<file path="src/sv/assert_macros.svh">
// Assertion macros shared by the translation buffer RTL.
// No dependencies; included by files that carry concurrent checks.
`ifndef ASSERT_MACROS_SVH
`define ASSERT_MACROS_SVH

// Same-cycle implication, disabled during reset
`define ASSERT_IMP(label, clk, rst_n, ante, cons) \
  label: assert property (@(posedge clk) disable iff (!rst_n) (ante) |-> (cons)) \
    else $error("assertion failed");

// Next-cycle implication, disabled during reset
`define ASSERT_NXT(label, clk, rst_n, ante, cons) \
  label: assert property (@(posedge clk) disable iff (!rst_n) (ante) |=> (cons)) \
    else $error("assertion failed");

`endif

</file>
<file path="src/sv/tlb_pkg.sv">
// Types and constants for the translation buffer.
// No dependencies; used by the interfaces and the translation buffer module.
package tlb_pkg;

  localparam int KIND_W    = 2;
  localparam int PAGE_W    = 20;
  localparam int TIME_W    = 31;
  localparam int LIMIT_W   = 5;
  localparam int CFG_IDX_W = 4;
  localparam int CFG_DAT_W = 5;

  // Configuration register indexes
  localparam logic [CFG_IDX_W-1:0] CFG_POLICY_LRU     = 4'd0;
  localparam logic [CFG_IDX_W-1:0] CFG_ENTRIES_IN_USE = 4'd1;

  localparam logic [LIMIT_W-1:0] LIMIT_RESET = 5'd16;

  typedef enum logic [KIND_W-1:0] {
    KIND_LOOKUP = 2'd0,
    KIND_INSERT = 2'd1,
    KIND_FLUSH  = 2'd2
  } kind_t;

  typedef enum logic [2:0] {
    ST_IDLE,
    ST_LOOKUP,
    ST_VICTIM,
    ST_SHIFT_RD,
    ST_SHIFT_WR,
    ST_APPEND,
    ST_DONE
  } state_t;

  typedef struct packed {
    logic [PAGE_W-1:0] page;
    logic [PAGE_W-1:0] frame;
    logic [TIME_W-1:0] load_time;
    logic [TIME_W-1:0] ref_time;
  } entry_t;

endpackage

</file>
<file path="src/sv/tlb_if.sv">
// Valid/ready channel interfaces for the translation buffer.
// Depends on tlb_pkg for field widths.
interface tlb_in_if;
  import tlb_pkg::*;
  logic              valid;
  logic              ready;
  logic [KIND_W-1:0] kind;
  logic [PAGE_W-1:0] page;
  logic [PAGE_W-1:0] frame;
  logic [TIME_W-1:0] now;
  modport source (output valid, kind, page, frame, now, input ready);
  modport sink   (input valid, kind, page, frame, now, output ready);
endinterface

interface tlb_out_if;
  import tlb_pkg::*;
  logic              valid;
  logic              ready;
  logic              hit;
  logic [PAGE_W-1:0] hit_frame;
  logic              evicted;
  logic [PAGE_W-1:0] evicted_page;
  logic [PAGE_W-1:0] evicted_frame;
  modport source (output valid, hit, hit_frame, evicted, evicted_page, evicted_frame,
                  input ready);
  modport sink   (input valid, hit, hit_frame, evicted, evicted_page, evicted_frame,
                  output ready);
endinterface

interface tlb_cfg_if;
  import tlb_pkg::*;
  logic                 valid;
  logic                 ready;
  logic [CFG_IDX_W-1:0] index;
  logic [CFG_DAT_W-1:0] data;
  modport source (output valid, index, data, input ready);
  modport sink   (input valid, index, data, output ready);
endinterface

</file>
<file path="src/sv/tlb_ram.sv">
// Generic single-write, single-read RAM with registered read data.
// No dependencies.
module tlb_ram #(
  parameter int WIDTH = 8,
  parameter int DEPTH = 16
) (
  input  logic                                   clk,
  input  logic                                   we,
  input  logic [((DEPTH > 1) ? $clog2(DEPTH) : 1)-1:0] waddr,
  input  logic [WIDTH-1:0]                       wdata,
  input  logic [((DEPTH > 1) ? $clog2(DEPTH) : 1)-1:0] raddr,
  output logic [WIDTH-1:0]                       rdata
);

  logic [WIDTH-1:0] mem_r [DEPTH];

  // Write port and registered read port
  always_ff @(posedge clk) begin
    if (we) begin
      mem_r[waddr] <= wdata;
    end
    rdata <= mem_r[raddr];
  end

endmodule

</file>
<file path="src/sv/tlb_fifo_lru_replacement.sv">
// Translation buffer: a lookup scans the entries in order until a page matches (none when
// empty); an insert without eviction appends at the tail; an insert with eviction scans all
// entries for a victim, shifts the entries above it down through the one RAM port pair, then
// appends. Flush empties the buffer. A new item is accepted only once the last one is done.
// Reset (rst_n low, synchronous) empties the buffer, sets FIFO policy and a limit of 16.
// Entry RAM contents are not cleared; only entries below the count are read.
`include "assert_macros.svh"

module tlb_fifo_lru_replacement #(
  parameter int MAX_ENTRIES = 16
) (
  input  logic      clk,
  input  logic      rst_n,
  tlb_in_if.sink    in_if,
  tlb_out_if.source out_if,
  tlb_cfg_if.sink   cfg_if
);
  import tlb_pkg::*;

  localparam int IW = (MAX_ENTRIES > 1) ? $clog2(MAX_ENTRIES) : 1;
  localparam int CW = $clog2(MAX_ENTRIES + 1);
  localparam int NW = CW + 1;
  localparam int LW = (CW > LIMIT_W) ? CW : LIMIT_W;

  state_t             state_r, state_nxt;
  logic [CW-1:0]      count_r, count_nxt;
  logic [IW-1:0]      ptr_r, ptr_nxt;
  logic               policy_r;
  logic [LIMIT_W-1:0] limit_r;

  // Held item
  logic [PAGE_W-1:0]  page_r, page_nxt;
  logic [PAGE_W-1:0]  frame_r, frame_nxt;
  logic [TIME_W-1:0]  now_r, now_nxt;

  // Victim tracking
  logic [IW-1:0]      best_idx_r, best_idx_nxt;
  logic [TIME_W-1:0]  best_time_r, best_time_nxt;
  logic [PAGE_W-1:0]  best_page_r, best_page_nxt;
  logic [PAGE_W-1:0]  best_frame_r, best_frame_nxt;

  // Working result
  logic               res_hit_r, res_hit_nxt;
  logic [PAGE_W-1:0]  res_frame_r, res_frame_nxt;
  logic               res_ev_r, res_ev_nxt;

  // Output register
  logic               out_valid_r, out_valid_nxt;
  logic               out_load;
  logic               out_hit_r;
  logic [PAGE_W-1:0]  out_hit_frame_r;
  logic               out_ev_r;
  logic [PAGE_W-1:0]  out_ev_page_r;
  logic [PAGE_W-1:0]  out_ev_frame_r;

  // RAM port
  logic               ram_we;
  logic [IW-1:0]      ram_waddr, ram_raddr;
  entry_t             ram_wdata, rd_q;

  // Shared compare unit and index arithmetic
  logic [TIME_W-1:0]  sel_time;
  logic               time_lt;
  logic               page_eq;
  logic [NW-1:0]      ptr_ext, cnt_ext, best_ext;
  logic               more1, more2;
  logic [LW-1:0]      lim, eiu_ext;
  logic               full;
  logic               in_acc;
  logic               scanning;

  tlb_ram #(
    .WIDTH ($bits(entry_t)),
    .DEPTH (MAX_ENTRIES)
  ) u_ram (
    .clk   (clk),
    .we    (ram_we),
    .waddr (ram_waddr),
    .wdata (ram_wdata),
    .raddr (ram_raddr),
    .rdata (rd_q)
  );

  assign in_acc        = in_if.valid && in_if.ready;
  assign in_if.ready   = (state_r == ST_IDLE);
  assign cfg_if.ready  = 1'b1;

  assign sel_time = policy_r ? rd_q.ref_time : rd_q.load_time;
  assign time_lt  = (sel_time < best_time_r);
  assign page_eq  = (rd_q.page == page_r);

  assign ptr_ext  = NW'(ptr_r);
  assign cnt_ext  = NW'(count_r);
  assign best_ext = NW'(best_idx_r);
  assign more1    = (ptr_ext + NW'(1)) < cnt_ext;
  assign more2    = (ptr_ext + NW'(2)) < cnt_ext;
  assign scanning = (state_r == ST_LOOKUP) || (state_r == ST_VICTIM);

  // Clamp the configured limit to 1..MAX_ENTRIES
  assign eiu_ext = LW'(limit_r);
  always_comb begin
    if (limit_r == '0) begin
      lim = LW'(1);
    end else if (eiu_ext > LW'(MAX_ENTRIES)) begin
      lim = LW'(MAX_ENTRIES);
    end else begin
      lim = eiu_ext;
    end
  end
  assign full = (LW'(count_r) >= lim) && (count_r != '0);

  // Sequencer: next state, datapath control and RAM port
  always_comb begin
    state_nxt      = state_r;
    count_nxt      = count_r;
    ptr_nxt        = ptr_r;
    page_nxt       = page_r;
    frame_nxt      = frame_r;
    now_nxt        = now_r;
    best_idx_nxt   = best_idx_r;
    best_time_nxt  = best_time_r;
    best_page_nxt  = best_page_r;
    best_frame_nxt = best_frame_r;
    res_hit_nxt    = res_hit_r;
    res_frame_nxt  = res_frame_r;
    res_ev_nxt     = res_ev_r;
    ram_we         = 1'b0;
    ram_waddr      = ptr_r;
    ram_wdata      = rd_q;
    ram_raddr      = '0;
    out_load       = 1'b0;

    case (state_r)
      ST_IDLE: begin
        if (in_acc) begin
          page_nxt       = in_if.page;
          frame_nxt      = in_if.frame;
          now_nxt        = in_if.now;
          ptr_nxt        = '0;
          res_hit_nxt    = 1'b0;
          res_frame_nxt  = '0;
          res_ev_nxt     = 1'b0;
          best_page_nxt  = '0;
          best_frame_nxt = '0;
          case (in_if.kind)
            KIND_LOOKUP: begin
              state_nxt = (count_r == '0) ? ST_DONE : ST_LOOKUP;
            end
            KIND_INSERT: begin
              res_ev_nxt = full;
              state_nxt  = full ? ST_VICTIM : ST_APPEND;
            end
            KIND_FLUSH: begin
              count_nxt = '0;
              state_nxt = ST_DONE;
            end
            default: begin
              state_nxt = ST_DONE;
            end
          endcase
        end
      end

      // Scan for the first matching page; stamp the reference time on a hit
      ST_LOOKUP: begin
        if (page_eq) begin
          ram_we             = 1'b1;
          ram_waddr          = ptr_r;
          ram_wdata.ref_time = now_r;
          res_hit_nxt        = 1'b1;
          res_frame_nxt      = rd_q.frame;
          state_nxt          = ST_DONE;
        end else if (more1) begin
          ptr_nxt   = ptr_r + IW'(1);
          ram_raddr = ptr_r + IW'(1);
        end else begin
          state_nxt = ST_DONE;
        end
      end

      // Track the oldest time; strict less keeps the lowest position on ties
      ST_VICTIM: begin
        if ((ptr_r == '0) || time_lt) begin
          best_idx_nxt   = ptr_r;
          best_time_nxt  = sel_time;
          best_page_nxt  = rd_q.page;
          best_frame_nxt = rd_q.frame;
        end
        if (more1) begin
          ptr_nxt   = ptr_r + IW'(1);
          ram_raddr = ptr_r + IW'(1);
        end else begin
          state_nxt = ST_SHIFT_RD;
        end
      end

      // Start the shift-down above the victim
      ST_SHIFT_RD: begin
        ptr_nxt = best_idx_r;
        if ((best_ext + NW'(1)) < cnt_ext) begin
          ram_raddr = best_idx_r + IW'(1);
          state_nxt = ST_SHIFT_WR;
        end else begin
          state_nxt = ST_APPEND;
        end
      end

      // Move entry ptr+1 down to ptr, read ahead by one
      ST_SHIFT_WR: begin
        ram_we    = 1'b1;
        ram_waddr = ptr_r;
        ram_wdata = rd_q;
        if (more2) begin
          ptr_nxt   = ptr_r + IW'(1);
          ram_raddr = ptr_r + IW'(2);
        end else begin
          state_nxt = ST_APPEND;
        end
      end

      // Write the new entry at the tail
      ST_APPEND: begin
        ram_we              = 1'b1;
        ram_waddr           = res_ev_r ? IW'(count_r - CW'(1)) : IW'(count_r);
        ram_wdata.page      = page_r;
        ram_wdata.frame     = frame_r;
        ram_wdata.load_time = now_r;
        ram_wdata.ref_time  = now_r;
        count_nxt           = res_ev_r ? count_r : count_r + CW'(1);
        state_nxt           = ST_DONE;
      end

      // Hand the result to the output register once it is free
      ST_DONE: begin
        if (!out_valid_r || out_if.ready) begin
          out_load  = 1'b1;
          state_nxt = ST_IDLE;
        end
      end

      default: begin
        state_nxt = ST_IDLE;
      end
    endcase
  end

  // Drop the output beat once taken, raise it on a new result
  always_comb begin
    out_valid_nxt = out_valid_r && !out_if.ready;
    if (out_load) begin
      out_valid_nxt = 1'b1;
    end
  end

  // Control registers and configuration
  always_ff @(posedge clk) begin
    if (!rst_n) begin
      state_r     <= ST_IDLE;
      count_r     <= '0;
      out_valid_r <= 1'b0;
      policy_r    <= 1'b0;
      limit_r     <= LIMIT_RESET;
    end else begin
      state_r     <= state_nxt;
      count_r     <= count_nxt;
      out_valid_r <= out_valid_nxt;
      if (cfg_if.valid && cfg_if.ready) begin
        if (cfg_if.index == CFG_POLICY_LRU) begin
          policy_r <= cfg_if.data[0];
        end else if (cfg_if.index == CFG_ENTRIES_IN_USE) begin
          limit_r <= cfg_if.data;
        end
      end
    end
  end

  // Datapath registers
  always_ff @(posedge clk) begin
    ptr_r        <= ptr_nxt;
    page_r       <= page_nxt;
    frame_r      <= frame_nxt;
    now_r        <= now_nxt;
    best_idx_r   <= best_idx_nxt;
    best_time_r  <= best_time_nxt;
    best_page_r  <= best_page_nxt;
    best_frame_r <= best_frame_nxt;
    res_hit_r    <= res_hit_nxt;
    res_frame_r  <= res_frame_nxt;
    res_ev_r     <= res_ev_nxt;
    if (out_load) begin
      out_hit_r       <= res_hit_r;
      out_hit_frame_r <= res_frame_r;
      out_ev_r        <= res_ev_r;
      out_ev_page_r   <= res_ev_r ? best_page_r : '0;
      out_ev_frame_r  <= res_ev_r ? best_frame_r : '0;
    end
  end

  assign out_if.valid         = out_valid_r;
  assign out_if.hit           = out_hit_r;
  assign out_if.hit_frame     = out_hit_frame_r;
  assign out_if.evicted       = out_ev_r;
  assign out_if.evicted_page  = out_ev_page_r;
  assign out_if.evicted_frame = out_ev_frame_r;

  // Checks
  `ASSERT_IMP(a_count_max, clk, rst_n, 1'b1, count_r <= CW'(MAX_ENTRIES))
  `ASSERT_NXT(a_busy_after_accept, clk, rst_n, in_acc, state_r != ST_IDLE)
  `ASSERT_IMP(a_hit_xor_evict, clk, rst_n, out_valid_r, !(out_hit_r && out_ev_r))
  `ASSERT_IMP(a_scan_in_range, clk, rst_n, scanning, ptr_ext < cnt_ext)

endmodule
</file>
<file path="src/flat_wrapper.sv">
// flat-port wrapper written by rule: the top's interface ports become plain ports
module tlb_fifo_lru_replacement_flat import tlb_pkg::*;
#(
  parameter int MAX_ENTRIES = 16
)
  (clk, rst_n, in_if_valid, in_if_kind, in_if_page, in_if_frame, in_if_now, in_if_ready, out_if_valid, out_if_hit, out_if_hit_frame, out_if_evicted, out_if_evicted_page, out_if_evicted_frame, out_if_ready, cfg_if_valid, cfg_if_index, cfg_if_data, cfg_if_ready);
  tlb_in_if in_if_i ();
  tlb_out_if out_if_i ();
  tlb_cfg_if cfg_if_i ();
  input  logic clk;
  input  logic rst_n;
  input wire logic [$bits(in_if_i.valid)-1:0] in_if_valid;
  input wire logic [$bits(in_if_i.kind)-1:0] in_if_kind;
  input wire logic [$bits(in_if_i.page)-1:0] in_if_page;
  input wire logic [$bits(in_if_i.frame)-1:0] in_if_frame;
  input wire logic [$bits(in_if_i.now)-1:0] in_if_now;
  output wire logic [$bits(in_if_i.ready)-1:0] in_if_ready;
  output wire logic [$bits(out_if_i.valid)-1:0] out_if_valid;
  output wire logic [$bits(out_if_i.hit)-1:0] out_if_hit;
  output wire logic [$bits(out_if_i.hit_frame)-1:0] out_if_hit_frame;
  output wire logic [$bits(out_if_i.evicted)-1:0] out_if_evicted;
  output wire logic [$bits(out_if_i.evicted_page)-1:0] out_if_evicted_page;
  output wire logic [$bits(out_if_i.evicted_frame)-1:0] out_if_evicted_frame;
  input wire logic [$bits(out_if_i.ready)-1:0] out_if_ready;
  input wire logic [$bits(cfg_if_i.valid)-1:0] cfg_if_valid;
  input wire logic [$bits(cfg_if_i.index)-1:0] cfg_if_index;
  input wire logic [$bits(cfg_if_i.data)-1:0] cfg_if_data;
  output wire logic [$bits(cfg_if_i.ready)-1:0] cfg_if_ready;
  assign in_if_i.valid = in_if_valid;
  assign in_if_i.kind = in_if_kind;
  assign in_if_i.page = in_if_page;
  assign in_if_i.frame = in_if_frame;
  assign in_if_i.now = in_if_now;
  assign in_if_ready = in_if_i.ready;
  assign out_if_valid = out_if_i.valid;
  assign out_if_hit = out_if_i.hit;
  assign out_if_hit_frame = out_if_i.hit_frame;
  assign out_if_evicted = out_if_i.evicted;
  assign out_if_evicted_page = out_if_i.evicted_page;
  assign out_if_evicted_frame = out_if_i.evicted_frame;
  assign out_if_i.ready = out_if_ready;
  assign cfg_if_i.valid = cfg_if_valid;
  assign cfg_if_i.index = cfg_if_index;
  assign cfg_if_i.data = cfg_if_data;
  assign cfg_if_ready = cfg_if_i.ready;
  tlb_fifo_lru_replacement #(.MAX_ENTRIES(MAX_ENTRIES)) u_core (.clk(clk), .rst_n(rst_n), .in_if(in_if_i), .out_if(out_if_i), .cfg_if(cfg_if_i));
endmodule
</file>
<file path="config.mk">
export PLATFORM = sky130hd
export DESIGN_NAME = tlb_fifo_lru_replacement_flat
export DESIGN_NICKNAME = d
export VERILOG_FILES = /design/src/sv/tlb_pkg.sv /design/src/sv/tlb_if.sv /design/src/sv/tlb_ram.sv /design/src/sv/tlb_fifo_lru_replacement.sv /design/src/flat_wrapper.sv
export VERILOG_INCLUDE_DIRS = /design/src /design/src/sv
export SDC_FILE = /design/constraint.sdc
export NUM_CORES = 2
export LEC_CHECK = 0
export ABC_AREA = 1
export BUFFER_PORTS_ARGS = -buffer_cell sky130_fd_sc_hd__buf_2
export CAP_MARGIN = 25
export CELL_PAD_IN_SITES_DETAIL_PLACEMENT = 0
export CELL_PAD_IN_SITES_GLOBAL_PLACEMENT = 2
export CORE_MARGIN = 5
export CORE_UTILIZATION = 40
export CTS_BUF_LIST = sky130_fd_sc_hd__clkbuf_8
export DETAILED_ROUTE_END_ITERATION = 16
export GPL_TIMING_DRIVEN = 0
export PLACE_DENSITY_LB_ADDON = 0.1
export SYNTH_ARGS = -nofsm -noshare
export SYNTH_HDL_FRONTEND = slang
export SYNTH_SLANG_ARGS = --single-unit
export TNS_END_PERCENT = 30
</file>
<file path="constraint.sdc">
create_clock -name clk -period 19.9 [get_ports clk]
set_input_delay 0 -clock clk [delete_from_list [all_inputs] [get_ports clk]]
set_output_delay 0 -clock clk [all_outputs]
set_load 0.01 [all_outputs]
</file>
==> summary by stage <==
Synthesis
The Yosys step of the flow raised 0 warnings. The gate count after technology mapping is 8347. Of the total synthesized cell area, the portion taken by full adders, half adders and majority gates is 0.00774. In this run, synthesis produced a sequential element count of around 2000. The compound-gate portion of the synthesized area was 0.0107. The leading register cell type out of synthesis is edfxtp_1. By area the synthesized netlist is led by edfxtp_1, nand3_1, inv_1, nand4_1, nand2_1.

The register area share after synthesis is 0.669. The number of distinct library cells after synthesis is just over 40. The simple-gate portion of the synthesized area is 0.206. The portion of synthesized area spent on multiplexers is 0. Sorting the synthesized cells by how often they occur yields edfxtp_1, inv_1, nand3_1.

After synthesis, the mean cell area works out to ~10 µm². In the synthesized netlist the async set-or-reset flop fraction comes to 0. The number of enable-type register cells in the synthesized netlist is approximately 1900. Of the total synthesized cell area, the portion taken by XOR and XNOR cells is 0.000702.

The synthesized net count is approximately 8500. The share of synthesized area in the top cell type comes to 0.642. The synthesized design spends more area on one cell type than any other, namely edfxtp_1. The mapped cell area is 0.0873 mm². By area, the combinational part of the netlist is dominated by simple AND/OR/NAND/NOR gates. The most common cell in the synthesized netlist is edfxtp_1.

Routing
The detailed router used layers up to and including met5. The post-route antenna net violation count is 0. Dividing the detail-routed wire length by the instance count gives between 20 and 30 µm.

The routed layout has ~65000 vias. The met1 routed wirelength after detailed routing is about 140000 µm. The per-cell via count in the routed design is between 5 and 6. The first TritonRoute pass finished after 8 iterations. The final routed wirelength across all metal layers is between 300000 and 400000 µm.

The total DRC errors in the routed layout is 0. The wire length on met3 is roughly 24000 µm. Summed over all nets, wire length on met2 after detailed routing comes to approximately 150000 µm. The violation count after the first detailed-routing iteration is between 6000 and 7000.

Global routing
The global-route usage over all layers is 0.281. The global-route wire length before repair is about 460000 µm. The largest net degree at the start of global routing is 36. The total overflow reported by the global router is 0. The number of antenna violations at the first check in global routing was 36. The number of global-route vias before repair is 64000.

Placement
Input and output buffers added on the ports amount to 150. At the end of routability-driven placement, the weighted congestion stood at between 0.8 and 0.9. Summing all placed instances gives a cell area of around 0.095 mm².

The HPWL reported at the end of detailed placement is about 230000 µm.

Final layout
The filler cells instantiated in the layout total slightly above 20000. The ratio of cells with drive above 1 in the final layout is 0.115. Summing all flip-flop and latch instances after layout gives about 0.06 mm². The finished cells cover 0.103 mm². In the final layout, the multi-input gates occupy 0.0199 mm². The count of nets after finishing is around 9400. The synthesis-to-layout area growth is 18.4%.

STA
Setup violations remaining at the end of the flow were counted as 0. For the final database, setup skew stands at 79.6 ps. Setup repair after global routing left no endpoint under its margin. The count of endpoints failing hold in the final timing report is 0. Dividing the final minimum period by the clock period gives 0.273. The achievable frequency is ~0.18 GHz. After layout, the minimum clock period comes to around 5400 ps. In this run the tightest slew margin relative to its limit is 0.220.

The number of pins with negative max-slew slack in the final report is 0. The final sum of negative setup slack is 0 ps. The slew at the pin with the worst max-slew slack is between 1000 and 1500 ps.

Critical path
Of all nets on the critical path, the largest fanout is 10. Data arrives at the worst endpoint at about 6400 ps. The kind of end point of the critical path is a register. The worst path required time is 20910 ps. The setup slack of the worst register-to-register path is ~14000 ps. The critical path in this run is classified as reg -> reg. STA classifies the critical path startpoint as a register. The count of cells along the worst register-to-register path is 19.

Worst hold path
Counting instances, the worst hold path has a depth of 5. In this run the worst hold path is classified as in -> reg.

Clock tree
The maximum clock path buffer count is 4. In this run the post-CTS setup repair buffer count came out at 0. The total CTS buffers is 365. After clock tree synthesis, the clock-pin slew on the worst setup and hold paths is 60 ps. The later pin in the worst-skew pair is clocked with a latency of roughly 1100 ps. The root buffer cell is clkbuf_8. For this design, the CTS-stage hold fixing added 182 buffers.

After clock tree synthesis, the repair step resized 0 gates. The clock drives 1983 sinks. TritonCTS built the clock tree.

The H-tree was split into 5 levels.

Floorplanning
The die width is approximately 480 µm. The die covers between 0.2 and 0.25 mm². The effective utilization at floorplan is 0.402.

Row generation in the floorplan step produced between 150 and 200 rows. The total I/O pin count is approximately 150. The chip height is approximately 480 µm.

The standard cell core area is roughly 0.22 mm².

Pwr
The largest voltage drop on the vdd net is around 0.000094 V. The power density over cell area is between 100 and 150 mW/mm². The cell leakage power is ~44 nW.

Status
The run finished with clean final reports.

Flow run
The max-cap violation count is 0.
-- logic make-up after synthesis --
kind of cell	Yosys count
simple gates	3717
compound gates	178
buf+inv	2407
flops	1983
fa+ha+maj	54
xor+xnor	7
other cells	1
-- routing by layer --
layer | track usage | vias up
li1 | - | 30200
met2 | 0.450 | 2629
met3 | 0.0514 | 589
met1 | 0.376 | 32000
met5 | 0 | -
met4 | 0.124 | 10
-- power breakdown --
group,switching [mW],total [mW],internal (mW)
clock,1.73,3.55,1.82
combinational,4.46,5.91,1.44
sequential,0.212,5.93,5.72
-- layout by cell type (no fill, tap or decap), types with 8 or more instances in the layout --
| cell type | instances |
|---|---|
| inv_1 | 1981 |
| edfxtp_1 | 1866 |
| nand3_1 | 1459 |
| nand2_1 | 1243 |
| nand4_1 | 829 |
| clkbuf_8 | 394 |
| buf_2 | 330 |
| clkbuf_1 | 269 |
| dlygate4sd3_1 | 182 |
| nor2_1 | 134 |
| dfxtp_1 | 117 |
| buf_6 | 101 |
| buf_1 | 82 |
| buf_4 | 75 |
| clkinv_1 | 64 |
| o21ai_1 | 56 |
| o21ai_0 | 54 |
| ha_1 | 54 |
| buf_12 | 40 |
| a21oi_1 | 35 |
| clkinv_2 | 31 |
| diode_2 | 29 |
| buf_8 | 25 |
| clkbuf_2 | 16 |
| o21ai_2 | 16 |
| buf_16 | 13 |
| nor2_4 | 11 |
| inv_2 | 9 |
| nor3_2 | 9 |
| nor3_1 | 8 |
-- state kept, by name, indices dropped and copies added, names as in the netlist, 3 cells and up --
register / cells
u_core.page_r: 20
u_core.frame_r: 20
u_core.u_ram.rdata: 102
u_core.best_time_r: 31
u_core.ptr_r: 4
u_core.res_frame_r: 20
u_core.now_r: 31
u_core.u_ram.mem_r: 1632
u_core.best_idx_r: 4
u_core.out_if.evicted_page: 20
u_core.eiu_ext: 5
u_core.out_if.hit_frame: 20
u_core.count_r: 5
u_core.best_page_r: 20
u_core.best_frame_r: 20
u_core.out_if.evicted_frame: 20
u_core.state_r: 3
-- area by class of cell --
type	count	area share
Buffer	557	0.0230
Clock buffer	394	0.0525
Clock inverter	243	0.00972
Multi-Input combinational cell	3957	0.192
Sequential cell	1983	0.565
Tap cell	2854	0.0346
Antenna cell	29	0.000702
Inverter	1850	0.0672
Timing Repair Buffer	576	0.0555
-- path summary, 6_finish.rpt --
kind / startpoint / end
setup / recovery: u_core.ptr_r[2] / u_core.u_ram.rdata[21]
hold / removal: in_if_kind[0] / u_core.count_r[2]
setup reg to reg: u_core.ptr_r[2] / u_core.u_ram.rdata[21]
hold reg to reg: u_core.res_frame_r[15] / u_core.out_if.hit_frame[15]
-- stage by stage --
stage	hold slack (ps)	setup slack, ps	cells	power (mW)	util
CTS	17.7	14480	12400	15.4	0.475
global route	89.0	14260	12400	16.1	0.476
floorplan	98.9	10780	8347	8.88	-
global placement	177	93.8	11400	11.7	0.422
detailed placement	178	14520	11600	11.8	0.437
finish	110	14470	12400	15.4	0.476
-- critical path: stages (launching register included) --
cell      delay (ps)
edfxtp_1         490
ha_1             270
nand2_1           60
o21ai_0          250
inv_1            130
ha_1             290
nand2_1           60
or2_2            300
nand3_2          120
nor2_1            80
nand3_1          100
nand2_1           70
nor2_1           240
buf_2            730
buf_2            960
buf_2            470
nand3_1          170
nand3_1          130
nand3_1          190
nand2_1          210
Note: power is estimated with default switching activity, not from simulation.
